File: src/mwf_pkg.sv
// shared codes, field widths and reset values of the maze wall follower
package mwf_pkg;

   // field widths fixed by the interface
   localparam int CELL_W     = 4;
   localparam int HEAD_W     = 2;
   localparam int STAT_W     = 2;
   localparam int CMD_W      = 2;
   localparam int CSR_IDX_W  = 2;
   localparam int CSR_DATA_W = 4;

   typedef logic [CMD_W-1:0]     cmd_type;
   typedef logic [STAT_W-1:0]    status_type;
   typedef logic [HEAD_W-1:0]    dir_type;
   typedef logic [CSR_IDX_W-1:0] csr_idx_type;

   // item commands
   localparam cmd_type CMD_WRITE   = 2'd0;
   localparam cmd_type CMD_RESTART = 2'd1;
   localparam cmd_type CMD_STEP    = 2'd2;

   // walk status codes
   localparam status_type ST_RUNNING  = 2'd0;
   localparam status_type ST_EXITED   = 2'd1;
   localparam status_type ST_RETURNED = 2'd2;
   localparam status_type ST_STUCK    = 2'd3;

   // headings
   localparam dir_type DIR_DOWN  = 2'd0;
   localparam dir_type DIR_RIGHT = 2'd1;
   localparam dir_type DIR_UP    = 2'd2;
   localparam dir_type DIR_LEFT  = 2'd3;

   // configuration register indexes
   localparam csr_idx_type REG_START_ROW  = 2'd0;
   localparam csr_idx_type REG_START_COL  = 2'd1;
   localparam csr_idx_type REG_START_HEAD = 2'd2;

   // reset values of the start registers
   localparam logic [CELL_W-1:0] START_ROW_RST  = 4'd2;
   localparam logic [CELL_W-1:0] START_COL_RST  = 4'd0;
   localparam dir_type           START_HEAD_RST = DIR_RIGHT;

endpackage

File: src/mwf_ram.sv
// generic single-write, single-read ram with registered read data
module mwf_ram #(
   parameter int WIDTH = 1,
   parameter int DEPTH = 256
) (
   input  logic                     clock,
   input  logic                     wr_en,
   input  logic [$clog2(DEPTH)-1:0] wr_addr,
   input  logic [WIDTH-1:0]         wr_data,
   input  logic [$clog2(DEPTH)-1:0] rd_addr,
   output logic [WIDTH-1:0]         rd_data
);

   logic [WIDTH-1:0] mem_ff [DEPTH];
   logic [WIDTH-1:0] rd_data_ff;

   // write port
   always_ff @(posedge clock) begin
      if (wr_en) begin
         mem_ff[wr_addr] <= wr_data;
      end
   end

   // registered read, old data on a same-address write
   always_ff @(posedge clock) begin
      rd_data_ff <= mem_ff[rd_addr];
   end

   assign rd_data = rd_data_ff;

endmodule

File: src/mwf_nbr.sv
// neighbor cell addresses and on-grid flags for the four headings of a position
module mwf_nbr #(
   parameter int GRID_SIZE = 16,
   parameter int PW        = 4,
   parameter int AW        = 8
) (
   input  logic [PW-1:0]         row,
   input  logic [PW-1:0]         col,
   output logic [3:0][AW-1:0]    nbr_addr,
   output logic [3:0]            nbr_ok
);

   localparam int MW = AW + PW + 2;

   logic [3:0][PW:0] nbr_row;
   logic [3:0][PW:0] nbr_col;
   logic [3:0]       no_wrap;
   logic [3:0][MW-1:0] prod;

   // neighbor coordinates, one bit wider so a step past the grid shows
   always_comb begin
      nbr_row[mwf_pkg::DIR_DOWN]  = {1'b0, row} + (PW+1)'(1);
      nbr_col[mwf_pkg::DIR_DOWN]  = {1'b0, col};
      no_wrap[mwf_pkg::DIR_DOWN]  = 1'b1;
      nbr_row[mwf_pkg::DIR_RIGHT] = {1'b0, row};
      nbr_col[mwf_pkg::DIR_RIGHT] = {1'b0, col} + (PW+1)'(1);
      no_wrap[mwf_pkg::DIR_RIGHT] = 1'b1;
      nbr_row[mwf_pkg::DIR_UP]    = {1'b0, row} - (PW+1)'(1);
      nbr_col[mwf_pkg::DIR_UP]    = {1'b0, col};
      no_wrap[mwf_pkg::DIR_UP]    = (row != '0);
      nbr_row[mwf_pkg::DIR_LEFT]  = {1'b0, row};
      nbr_col[mwf_pkg::DIR_LEFT]  = {1'b0, col} - (PW+1)'(1);
      no_wrap[mwf_pkg::DIR_LEFT]  = (col != '0);
   end

   // flat address row * size + col, and the on-grid test
   always_comb begin
      for (int d = 0; d < 4; d++) begin
         prod[d]     = MW'(nbr_row[d]) * MW'(GRID_SIZE) + MW'(nbr_col[d]);
         nbr_addr[d] = prod[d][AW-1:0];
         nbr_ok[d]   = no_wrap[d]
                     && (nbr_row[d] < (PW+1)'(GRID_SIZE))
                     && (nbr_col[d] < (PW+1)'(GRID_SIZE));
      end
   end

endmodule

File: src/maze_wall_follower.sv
// top level of the maze wall follower: state, step logic and wall map rams
//
// Usage
//   Request beats (req_*) carry one command: write a wall bit of one cell,
//   restart the walker at the start cell and heading, or take one step.
//   Every request beat yields exactly one response beat (rsp_*) holding the
//   walker position, heading and walk status after that command.
//   The start cell and heading are written on the csr_* port while the
//   block is idle; they take effect at the next restart.
//   The response is valid in the cycle after its request is accepted, and one
//   request is taken every cycle while the response is not stalled. The four
//   wall map rams allow this: each holds a copy of the map and is read at one
//   neighbor of the position the walker will stand on next, so the read data
//   are ready when the following step arrives.
//   A stalled response holds; a new request is taken in the cycle the held
//   response leaves, and req_stall stays high while it cannot.
//   Reset loads the default start cell, heading and running status and empties
//   the response register; the wall map keeps no reset value, so the user must
//   write every cell before the walker steps next to it, which is not enforced.
module maze_wall_follower #(
   parameter int GRID_SIZE = 16
) (
   input  logic                                clock,
   input  logic                                reset,
   // request channel
   input  logic                                req_valid,
   output logic                                req_stall,
   input  logic [mwf_pkg::CMD_W-1:0]           req_cmd,
   input  logic [mwf_pkg::CELL_W-1:0]          req_cell_row,
   input  logic [mwf_pkg::CELL_W-1:0]          req_cell_col,
   input  logic                                req_is_wall,
   // response channel
   output logic                                rsp_valid,
   input  logic                                rsp_stall,
   output logic [mwf_pkg::CELL_W-1:0]          rsp_pos_row,
   output logic [mwf_pkg::CELL_W-1:0]          rsp_pos_col,
   output logic [mwf_pkg::HEAD_W-1:0]          rsp_heading,
   output logic [mwf_pkg::STAT_W-1:0]          rsp_walk_status,
   // configuration write port
   input  logic                                csr_wr_en,
   input  logic [mwf_pkg::CSR_IDX_W-1:0]       csr_index,
   input  logic [mwf_pkg::CSR_DATA_W-1:0]      csr_wr_data
);

   localparam int PW = ($clog2(GRID_SIZE) > mwf_pkg::CELL_W)
                     ? $clog2(GRID_SIZE) : mwf_pkg::CELL_W;
   localparam int DEPTH = GRID_SIZE * GRID_SIZE;
   localparam int AW    = $clog2(DEPTH);
   localparam int MW    = AW + PW + 2;

   logic [mwf_pkg::CELL_W-1:0] start_row_ff;
   logic [mwf_pkg::CELL_W-1:0] start_col_ff;
   mwf_pkg::dir_type           start_head_ff;

   logic [PW-1:0]          cur_row_ff, cur_row_in;
   logic [PW-1:0]          cur_col_ff, cur_col_in;
   mwf_pkg::dir_type       cur_head_ff, cur_head_in;
   mwf_pkg::status_type    status_ff, status_in;
   logic                   rsp_valid_ff, rsp_valid_in;

   logic                   accept;
   logic                   wr_en;
   logic [MW-1:0]          wr_prod;
   logic [AW-1:0]          wr_addr;

   logic [PW-1:0]          look_row;
   logic [PW-1:0]          look_col;
   logic [3:0][AW-1:0]     nbr_addr;
   logic [3:0]             nbr_ok;
   logic [3:0]             rd_bit;
   logic [3:0]             ok_ff;
   logic [3:0]             hit_ff;
   logic                   wbit_ff;
   logic [3:0]             wall_dir;
   logic [3:0]             open_dir;

   logic                   found;
   mwf_pkg::dir_type       mv_dir;
   mwf_pkg::dir_type       try_dir;
   logic [PW-1:0]          mv_row;
   logic [PW-1:0]          mv_col;
   logic                   mv_edge;

   // handshake
   assign req_stall = reset | (rsp_valid_ff & rsp_stall);
   assign accept    = req_valid & ~req_stall;

   // configuration registers
   always_ff @(posedge clock) begin
      if (reset) begin
         start_row_ff  <= mwf_pkg::START_ROW_RST;
         start_col_ff  <= mwf_pkg::START_COL_RST;
         start_head_ff <= mwf_pkg::START_HEAD_RST;
      end else if (csr_wr_en) begin
         unique case (csr_index)
            mwf_pkg::REG_START_ROW:  start_row_ff  <= csr_wr_data;
            mwf_pkg::REG_START_COL:  start_col_ff  <= csr_wr_data;
            mwf_pkg::REG_START_HEAD: start_head_ff <= csr_wr_data[mwf_pkg::HEAD_W-1:0];
            default: ;
         endcase
      end
   end

   // wall write address; writes off the grid are dropped
   assign wr_prod = MW'(req_cell_row) * MW'(GRID_SIZE) + MW'(req_cell_col);
   assign wr_addr = wr_prod[AW-1:0];
   assign wr_en   = accept && (req_cmd == mwf_pkg::CMD_WRITE)
                 && (MW'(req_cell_row) < MW'(GRID_SIZE))
                 && (MW'(req_cell_col) < MW'(GRID_SIZE));

   // look ahead at the neighbors of the position held after this edge
   assign look_row = reset ? PW'(mwf_pkg::START_ROW_RST) : cur_row_in;
   assign look_col = reset ? PW'(mwf_pkg::START_COL_RST) : cur_col_in;

   mwf_nbr #(
      .GRID_SIZE (GRID_SIZE),
      .PW        (PW),
      .AW        (AW)
   ) u_nbr (
      .row      (look_row),
      .col      (look_col),
      .nbr_addr (nbr_addr),
      .nbr_ok   (nbr_ok)
   );

   // one map copy per heading, each read at its own neighbor
   for (genvar d = 0; d < 4; d++) begin : g_map
      mwf_ram #(
         .WIDTH (1),
         .DEPTH (DEPTH)
      ) u_ram (
         .clock   (clock),
         .wr_en   (wr_en),
         .wr_addr (wr_addr),
         .wr_data (req_is_wall),
         .rd_addr (nbr_addr[d]),
         .rd_data (rd_bit[d:d])
      );
   end

   // on-grid flags and write bypass for the ram read in flight
   always_ff @(posedge clock) begin
      if (reset) begin
         hit_ff <= '0;
      end else begin
         for (int d = 0; d < 4; d++) begin
            hit_ff[d] <= wr_en && (wr_addr == nbr_addr[d]);
         end
      end
      ok_ff   <= nbr_ok;
      wbit_ff <= req_is_wall;
   end

   assign wall_dir = (hit_ff & {4{wbit_ff}}) | (~hit_ff & rd_bit);
   assign open_dir = ok_ff & ~wall_dir;

   // first open heading, trying heading, +1, +2, +3
   always_comb begin
      found  = 1'b0;
      mv_dir = cur_head_ff;
      for (int k = 0; k < 4; k++) begin
         try_dir = cur_head_ff + mwf_pkg::dir_type'(k);
         if (!found && open_dir[try_dir]) begin
            found  = 1'b1;
            mv_dir = try_dir;
         end
      end
   end

   // target cell of the move
   always_comb begin
      mv_row = cur_row_ff;
      mv_col = cur_col_ff;
      unique case (mv_dir)
         mwf_pkg::DIR_DOWN:  mv_row = cur_row_ff + PW'(1);
         mwf_pkg::DIR_RIGHT: mv_col = cur_col_ff + PW'(1);
         mwf_pkg::DIR_UP:    mv_row = cur_row_ff - PW'(1);
         mwf_pkg::DIR_LEFT:  mv_col = cur_col_ff - PW'(1);
         default: ;
      endcase
      mv_edge = (mv_row == '0) || (mv_col == '0)
             || (mv_row == PW'(GRID_SIZE - 1)) || (mv_col == PW'(GRID_SIZE - 1));
   end

   // walker next state
   always_comb begin
      cur_row_in  = cur_row_ff;
      cur_col_in  = cur_col_ff;
      cur_head_in = cur_head_ff;
      status_in   = status_ff;
      if (accept) begin
         unique case (req_cmd)
            mwf_pkg::CMD_RESTART: begin
               cur_row_in  = PW'(start_row_ff);
               cur_col_in  = PW'(start_col_ff);
               cur_head_in = start_head_ff;
               status_in   = mwf_pkg::ST_RUNNING;
            end
            mwf_pkg::CMD_STEP: begin
               if (status_ff == mwf_pkg::ST_RUNNING) begin
                  if (found) begin
                     cur_row_in  = mv_row;
                     cur_col_in  = mv_col;
                     cur_head_in = mv_dir + mwf_pkg::dir_type'(3);
                     if (mv_row == PW'(start_row_ff) && mv_col == PW'(start_col_ff)) begin
                        status_in = mwf_pkg::ST_RETURNED;
                     end else if (mv_edge) begin
                        status_in = mwf_pkg::ST_EXITED;
                     end else begin
                        status_in = mwf_pkg::ST_RUNNING;
                     end
                  end else begin
                     status_in = mwf_pkg::ST_STUCK;
                  end
               end
            end
            default: ;
         endcase
      end
   end

   // response beat valid
   always_comb begin
      rsp_valid_in = rsp_valid_ff;
      if (accept) begin
         rsp_valid_in = 1'b1;
      end else if (!rsp_stall) begin
         rsp_valid_in = 1'b0;
      end
   end

   // walker state, which is also the response payload
   always_ff @(posedge clock) begin
      if (reset) begin
         cur_row_ff   <= PW'(mwf_pkg::START_ROW_RST);
         cur_col_ff   <= PW'(mwf_pkg::START_COL_RST);
         cur_head_ff  <= mwf_pkg::START_HEAD_RST;
         status_ff    <= mwf_pkg::ST_RUNNING;
         rsp_valid_ff <= 1'b0;
      end else begin
         cur_row_ff   <= cur_row_in;
         cur_col_ff   <= cur_col_in;
         cur_head_ff  <= cur_head_in;
         status_ff    <= status_in;
         rsp_valid_ff <= rsp_valid_in;
      end
   end

   assign rsp_valid       = rsp_valid_ff;
   assign rsp_pos_row     = cur_row_ff[mwf_pkg::CELL_W-1:0];
   assign rsp_pos_col     = cur_col_ff[mwf_pkg::CELL_W-1:0];
   assign rsp_heading     = cur_head_ff;
   assign rsp_walk_status = status_ff;

endmodule

File: config.mk
export PLATFORM = sky130hd
export DESIGN_NAME = maze_wall_follower
export DESIGN_NICKNAME = d
export VERILOG_FILES = /design/src/mwf_pkg.sv /design/src/mwf_ram.sv /design/src/mwf_nbr.sv /design/src/maze_wall_follower.sv
export SDC_FILE = /design/constraint.sdc
export NUM_CORES = 1
export LEC_CHECK = 0
export BUFFER_PORTS_ARGS = -buffer_cell sky130_fd_sc_hd__buf_2
export CAP_MARGIN = 10
export CORE_ASPECT_RATIO = 2
export CORE_MARGIN = 5
export CORE_UTILIZATION = 62
export DETAILED_ROUTE_END_ITERATION = 16
export PLACE_DENSITY_LB_ADDON = 0.25
export SETUP_SLACK_MARGIN = 0.3
export SYNTH_ARGS = -nofsm -noshare
export SYNTH_HDL_FRONTEND = slang
export SYNTH_SLANG_ARGS = --single-unit
File: constraint.sdc
create_clock -name clock -period 6.82 [get_ports clock]
set_input_delay 0.341 -clock clock [delete_from_list [all_inputs] [get_ports clock]]
set_output_delay 0.341 -clock clock [all_outputs]
set_load 0.05 [all_outputs]
# Word level (Yosys, flattened, before mapping)
# Memories as Yosys holds them, arrays and structs flattened. A register that Yosys moved wholly into a read port is not among the register bits.
# Cells that the tools add are included.
# totals
register_bits,32
ram_bits,1024
in_bits,22
mem_count,4
# op_classes
addsub,17
n_lt_le_gt_ge,10
eq_ne,18
muxes,39
bitwise,10
n_reduce_logical,35
# memory_table
memory,words,width,rd,rd_clocked_by_memory_dff,wr,line,rtl
g_map[0].u_ram.mem_ff,256,1,1,1,1,mwf_ram.sv:14,logic [WIDTH-1:0] mem_ff [DEPTH];
g_map[1].u_ram.mem_ff,256,1,1,1,1,mwf_ram.sv:14,
g_map[2].u_ram.mem_ff,256,1,1,1,1,mwf_ram.sv:14,
g_map[3].u_ram.mem_ff,256,1,1,1,1,mwf_ram.sv:14,
# ops
op,n
$eq 8x8->1,4
$mux 4,8
$pmux 4 s2,4
$add 8x4->8,3
$lt 5x5->1 const B,4
$add 8x5->8,2
$mux 2,8
$logic_and 1x1->1,15
$mux 1,13
$and 4x4->4,3
$lt 2x3->1 const B,4
$add 4x1->5 const B,2
$lt 4x5->1 const B,2
$sub 4x1->5 const B,2
$add 4x1->4 const B,2
$bmux 1 s2,4
$eq 2x2->1 const B,4
$eq 4x4->1,2
$eq 4x4->1 const B,2
$logic_not 2->1,4
$logic_not 4->1,2
$not 4->4,2
$pmux 2 s2,2
$reduce_bool 4->1,2
other kinds (16),29

# Depth between registers and ports, before layout
# logic_depth
word_depth,28
depth_mapped,28
depth_no_buf,23

# Modules after synthesis
# From an unflattened synthesis, not the netlist that was laid out.
# hier_totals
hier_cells,3486
area_unflattened_um2,47261.6
# by_module_without_submodules
module,n_inst,cells_per_inst,area_each_um2,seq_area_each_um2
mwf_ram,4,788,11128.2,7707.4
maze_wall_follower,1,282,2347.3,640.6
mwf_nbr,1,52,401.6,0.0

# Least setup slack after synthesis
# No wires, ideal clock.
# synth_path
kind,reg-to-reg
startpoint,register cur_head_ff[0] (netlist: rsp_heading[0])
endpoint,"register g_map[3].u_ram.rd_data_ff, read port of g_map[3].u_ram.mem_ff"
setup_time_ns,0.133
arrival_time_ns,6.062
required_time_ns,6.687
path_slack_ns,0.626
path_stages_with_launch,23
n_path_buf,6
period_less_slack_ns,6.194
cell_sequence,dfxtp_1 > o221ai_1 > a211oi_2 > nand2_1 > buf_2 > inv_1 > ha_1 > fa_1 > mux2_4 > a2111oi_1 > a211oi_4 > inv_2 > buf_2 > buf_1 > ha_1 > clkbuf_1 > clkbuf_1 > buf_1 > mux4_2 > a2111oi_0 > nor4b_1 > a2111oi_1 > a31oi_1
# synth_via
elab_chain_len,21
elab_cells_between_ends,42
classes_between,add/sub: 5; eq/ne: 3; mux: 27; reduce/logical: 7
# synth_rtl
element,line,rtl
from (decl),maze_wall_follower.sv:57,"mwf_pkg::dir_type cur_head_ff, cur_head_in;"
from (signal assigned),maze_wall_follower.sv:237,cur_head_ff <= mwf_pkg::START_HEAD_RST;
from (signal assigned),maze_wall_follower.sv:243,cur_head_ff <= cur_head_in;
branches (longest 20 deep; another with $add 2x1->2),n/a,
$add 8x5->8 *,mwf_nbr.sv:39,prod[d] = MW'(nbr_row[d]) * MW'(GRID_SIZE) + MW'(nbr_col[d]);
to (decl),mwf_ram.sv:15,logic [WIDTH-1:0] rd_data_ff;
# Mark *: on every way between the ends. The select of a mux whose other input is x is not followed.
# A chain may end at the register's enable or synchronous reset.

# Worst setup path after layout
# layout_path
startpoint,register hit_ff[2]
endpoint,"register g_map[1].u_ram.rd_data_ff, read port of g_map[1].u_ram.mem_ff"
# layout_via
elab_chain_len,26
elab_cells_between_ends,45
classes_between,add/sub: 2; eq/ne: 3; mux: 27; bitwise: 6; reduce/logical: 7
# layout_rtl
element,line,rtl
from (decl),maze_wall_follower.sv:72,logic [3:0] hit_ff;
"from (signal, indexed assignment)",maze_wall_follower.sv:147,hit_ff[d] <= wr_en && (wr_addr == nbr_addr[d]);
$not 4->4,maze_wall_follower.sv:154,assign wall_dir = (hit_ff & {4{wbit_ff}}) | (~hit_ff & rd_bit);
$and 4x4->4,maze_wall_follower.sv:154,
$or 4x4->4 *,maze_wall_follower.sv:154,
$not 4->4 *,maze_wall_follower.sv:155,assign open_dir = ok_ff & ~wall_dir;
$and 4x4->4 *,maze_wall_follower.sv:155,
$bmux 1 s2,maze_wall_follower.sv:163,if (!found && open_dir[try_dir]) begin
$mux 1 (not written as such),maze_wall_follower.sv:163,
$mux 1,maze_wall_follower.sv:163,
(+10 left out),n/a,
$pmux 4 s2,maze_wall_follower.sv:174,unique case (mv_dir)
$mux 4,maze_wall_follower.sv:201,if (found) begin
$mux 4,maze_wall_follower.sv:200,if (status_ff == mwf_pkg::ST_RUNNING) begin
$pmux 4 s2,maze_wall_follower.sv:192,unique case (req_cmd)
$mux 4,maze_wall_follower.sv:191,if (accept) begin
$mux 4,n/a,
$add 4x1->5,mwf_nbr.sv:26,"nbr_col[mwf_pkg::DIR_RIGHT] = {1'b0, col} + (PW+1)'(1);"
$add 8x5->8 *,mwf_nbr.sv:39,
to (decl),mwf_ram.sv:15,
# Every way passes the cells marked *; elsewhere a longest branch is shown, timed or not. The select of a mux whose other input is x is not followed.

==> metrics <==
Core ar. 30000 um^2; Seq/Total Area, Yosys between 40% and 50%; vias in the first global route between 15000 and 20000; initial core utilization 62.5%; Leak between 7 and 8 nW; CP Depth 22; routed length per placed instance roughly 30 um; crit end category flop; DP Wirelength ~45 mm; Netlist cell types 90; Slowest Stage Delay on Critical Path ~0.67 ns; Max Clk Rate 161 MHz; register bit total from synthesis 292; initial antenna violation count 0; DP Cell Count approximately 2100; crit path to g_map[1].u_ram.rd_data; H-tree depth 1; routability cong. 1.09; layout cells sized above 1 around 15%; die width 133 um; CTS tree built; CP Cell Sequence mux2_4 > a2111oi_2 > a211oi_1 > nand2_1 > o21a_1 > ha_1 > ha_1 > a21o_1 > a21oi_1 > mux2i_1 > nor3_1 > o221ai_2 > and2_1 > nor3_1 > ha_1 > ha_1 > nand2b_1 > a211oi_1 > a211o_1 > a21o_1 > a211oi_1 > o32a_1; Max transition margin a little under a third; Die Span Y about 260 um; clock slew at reported path FFs 0.07 ns; clock sinks just under 300; Layout area overhead 7.36%; CP arrival about 6.7 ns; Setup CP Type flop to flop; cell row count 90; number of hold buffers added after CTS 0; fillers between 2000 and 2500; clock buffer depth 3; vias per cell between 7 and 8; DRT Pass-1 Iters 6; Ports 36; first-pass GRT wire length around 95 mm; Period minus WS final between 6 and 7 ns; FFs w/ async S/R, synth 0%; R2R depth 22; post-layout util 67.0%; CP startpoint hit_ff[2]; final std cells w/o fill around 2100; Post-synth EDFFs around 260; drt drc 0; flop2flop setup slack about 0.61 ns; main flop type after synthesis edfxtp_1; Synth Cell Area between 15000 and 20000 um^2; max-slew violations 0; area of the multi-input gates ~9500 um^2; RSZ-0062 raised after global routing false; Root Driver clkbuf_16; Worst Path Required between 7 and 8 ns; IR drop worst, VDD roughly 0.26 mV; Largest delay share family, worst path compound AO/OA/AOI/OAI gates; worst r2r src hit_ff[2]; worst hold margin 0.0283 ns; Tcrit/Tclk final around 91%; via count 15500; Synthesized Nets about 1800; power per standard cell area between 200 and 250 nW/um^2; Slew @ Worst Pin a little over 1 ns; HP Class input pin to flop; final net count 1804; max-cap violations 0; CP dominant cell by count ha_1; Worst-Skew Late Latency ~0.58 ns; Worst R2R End g_map[1].u_ram.rd_data; post-route ant nets 0; GRT Overall Usage a little under two fifths; IO buf count 35; grt ovf 0; DR iter-0 viols approximately 1700; TritonCTS buffer count 27; Die Area roughly 34000 um^2; final wirelength 64.0 mm; Setup Viol. Count Final 0; Clock Skew roughly 0.019 ns; outcome completed; startpoint type of the worst setup path flop; FF+latch area between 8000 and 9000 um^2; slowest CP cell and2_1; synthesized instance count about 1800; Placement Setup Slack approximately 0.6 ns; largest net degree at the start of global routing 150; worst path bufs/invs 0; antenna cells 0; setup_tns 0 ns; final setup margin roughly 0.61 ns; Hold Vio Cnt, Final 0; Synth Area per Inst approximately 11 um^2; Max FO, Critical Path 12; Synthesis Warnings 0
-- state kept, by name, indices dropped and copies added, names as in the netlist --
register	cells
start_head_ff	2
start_col_ff	4
start_row_ff	4
rsp_pos_row	4
rsp_heading	2
g_map.u_ram.rd_data	4
rsp_pos_col	4
g_map.u_ram.mem_ff	256
rsp_valid	1
rsp_walk_status	2
wbit_ff	1
hit_ff	4
ok_ff	4
-- metrics by stage --
step / power (W) / cell area, um^2
4_1_cts: 0.00457 / 20100
3_5_place_dp: 0.00304 / 19200
5_1_grt: 0.00473 / 20100
6_report: 0.00461 / 20100
2_1_floorplan: 0.00273 / 18700
3_3_place_gp: 0.00303 / 19200
-- Yosys cell counts (17+ instances only) --
cell type | n | area, um^2
nor2_1 | 299 | 1120
ha_1 | 20 | 250
a21oi_1 | 48 | 240
a32oi_1 | 18 | 158
xor2_1 | 20 | 175
clkbuf_1 | 64 | 240
o22ai_1 | 19 | 119
buf_4 | 18 | 135
mux4_2 | 68 | 1530
inv_1 | 18 | 67.6
nand2_1 | 230 | 863
nor3_1 | 20 | 100
mux2_2 | 21 | 236
xnor2_1 | 32 | 280
mux2i_1 | 205 | 2050
nand3_1 | 54 | 270
o21ai_0 | 17 | 85.1
dfxtp_1 | 36 | 721
buf_2 | 32 | 160
edfxtp_1 | 256 | 7690
a31oi_1 | 18 | 113
and3_1 | 19 | 119
-- how the worst min path moves through the flow --
stage | from | endpoint | depth (start not counted)
global placement | start_head_ff[0] | start_head_ff[0] | 2
finish | csr_wr_data[0] | start_head_ff[0] | 3
floorplan | req_is_wall | wbit_ff | 0
global route | csr_wr_data[0] | start_head_ff[0] | 3
detailed placement | start_head_ff[0] | start_head_ff[0] | 2
CTS | csr_wr_data[0] | start_head_ff[0] | 3
-- worst register-to-register path: cells and delay by family, from the launching register on --
kind,cells,cell delay (ns)
AOI/OAI and AO/OA,11,2.35
and+or+nand+nor,5,1.47
DFF,1,0.33
muxes,2,0.65
adders and majority gates,4,1.37
-- cell usage in the layout (no fill, tap or decap), types with 20 or more instances in the layout --
cell type / synthesis / routed
nand3_1: 54 / 54
nor2_1: 299 / 298
xnor2_1: 32 / 31
xor2_1: 20 / 20
dfxtp_1: 36 / 36
buf_2: 32 / 34
buf_4: 18 / 60
clkbuf_16: 0 / 27
nor3_1: 20 / 20
nand2_1: 230 / 230
mux2i_1: 205 / 205
edfxtp_1: 256 / 256
mux2_2: 21 / 21
mux4_2: 68 / 68
a21oi_1: 48 / 48
-- power breakdown --
| group | switching, W | internal [W] |
|---|---|---|
| sequential | 0.0000197 | 0.00196 |
| combinational | 0.000668 | 0.000399 |
| clock | 0.000719 | 0.000848 |
| total | 0.00141 | 0.00321 |
-- layer usage --
layer,vias up,share of wire [%],global-route usage [%]
met5,-,0,0
met4,0,9.8,27.9
met3,334,11,6.24
met2,1165,48,60.3
met1,7439,32,43.3
li1,6553,-,-
-- layout make-up --
type                            count  share of cell area, %
Multi-Input combinational cell   1318                   47.5
Tap cell                          368                   2.29
Clock buffer                       28                   3.38
Inverter                           23                  0.442
Sequential cell                   292                   41.9
Clock inverter                     22                   1.08
Timing Repair Buffer               98                   3.45
-- what timing repair did --
action | CTS | global route
gates resized for setup | 0 | 1
endpoints found under the setup margin | 0 | 1
hold endpoints to repair | 0 | 0
buffers inserted | 0 | 2
-- kinds of logic (layout without fill, tap and decap cells) --
kind of cell | after synthesis | count (layout) | synth area share (%)
and+or+nand+nor | 685 | 685 | 15.6
muxes | 298 | 298 | 20.7
DFF | 292 | 292 | 44.9
AOI/OAI and AO/OA | 260 | 260 | 10.4
buffers and inverters | 155 | 171 | 4.23
xor gates and xnor gates | 53 | 53 | 2.52
adders and majority gates | 22 | 22 | 1.55
Note: power is estimated with default switching activity, not from simulation.
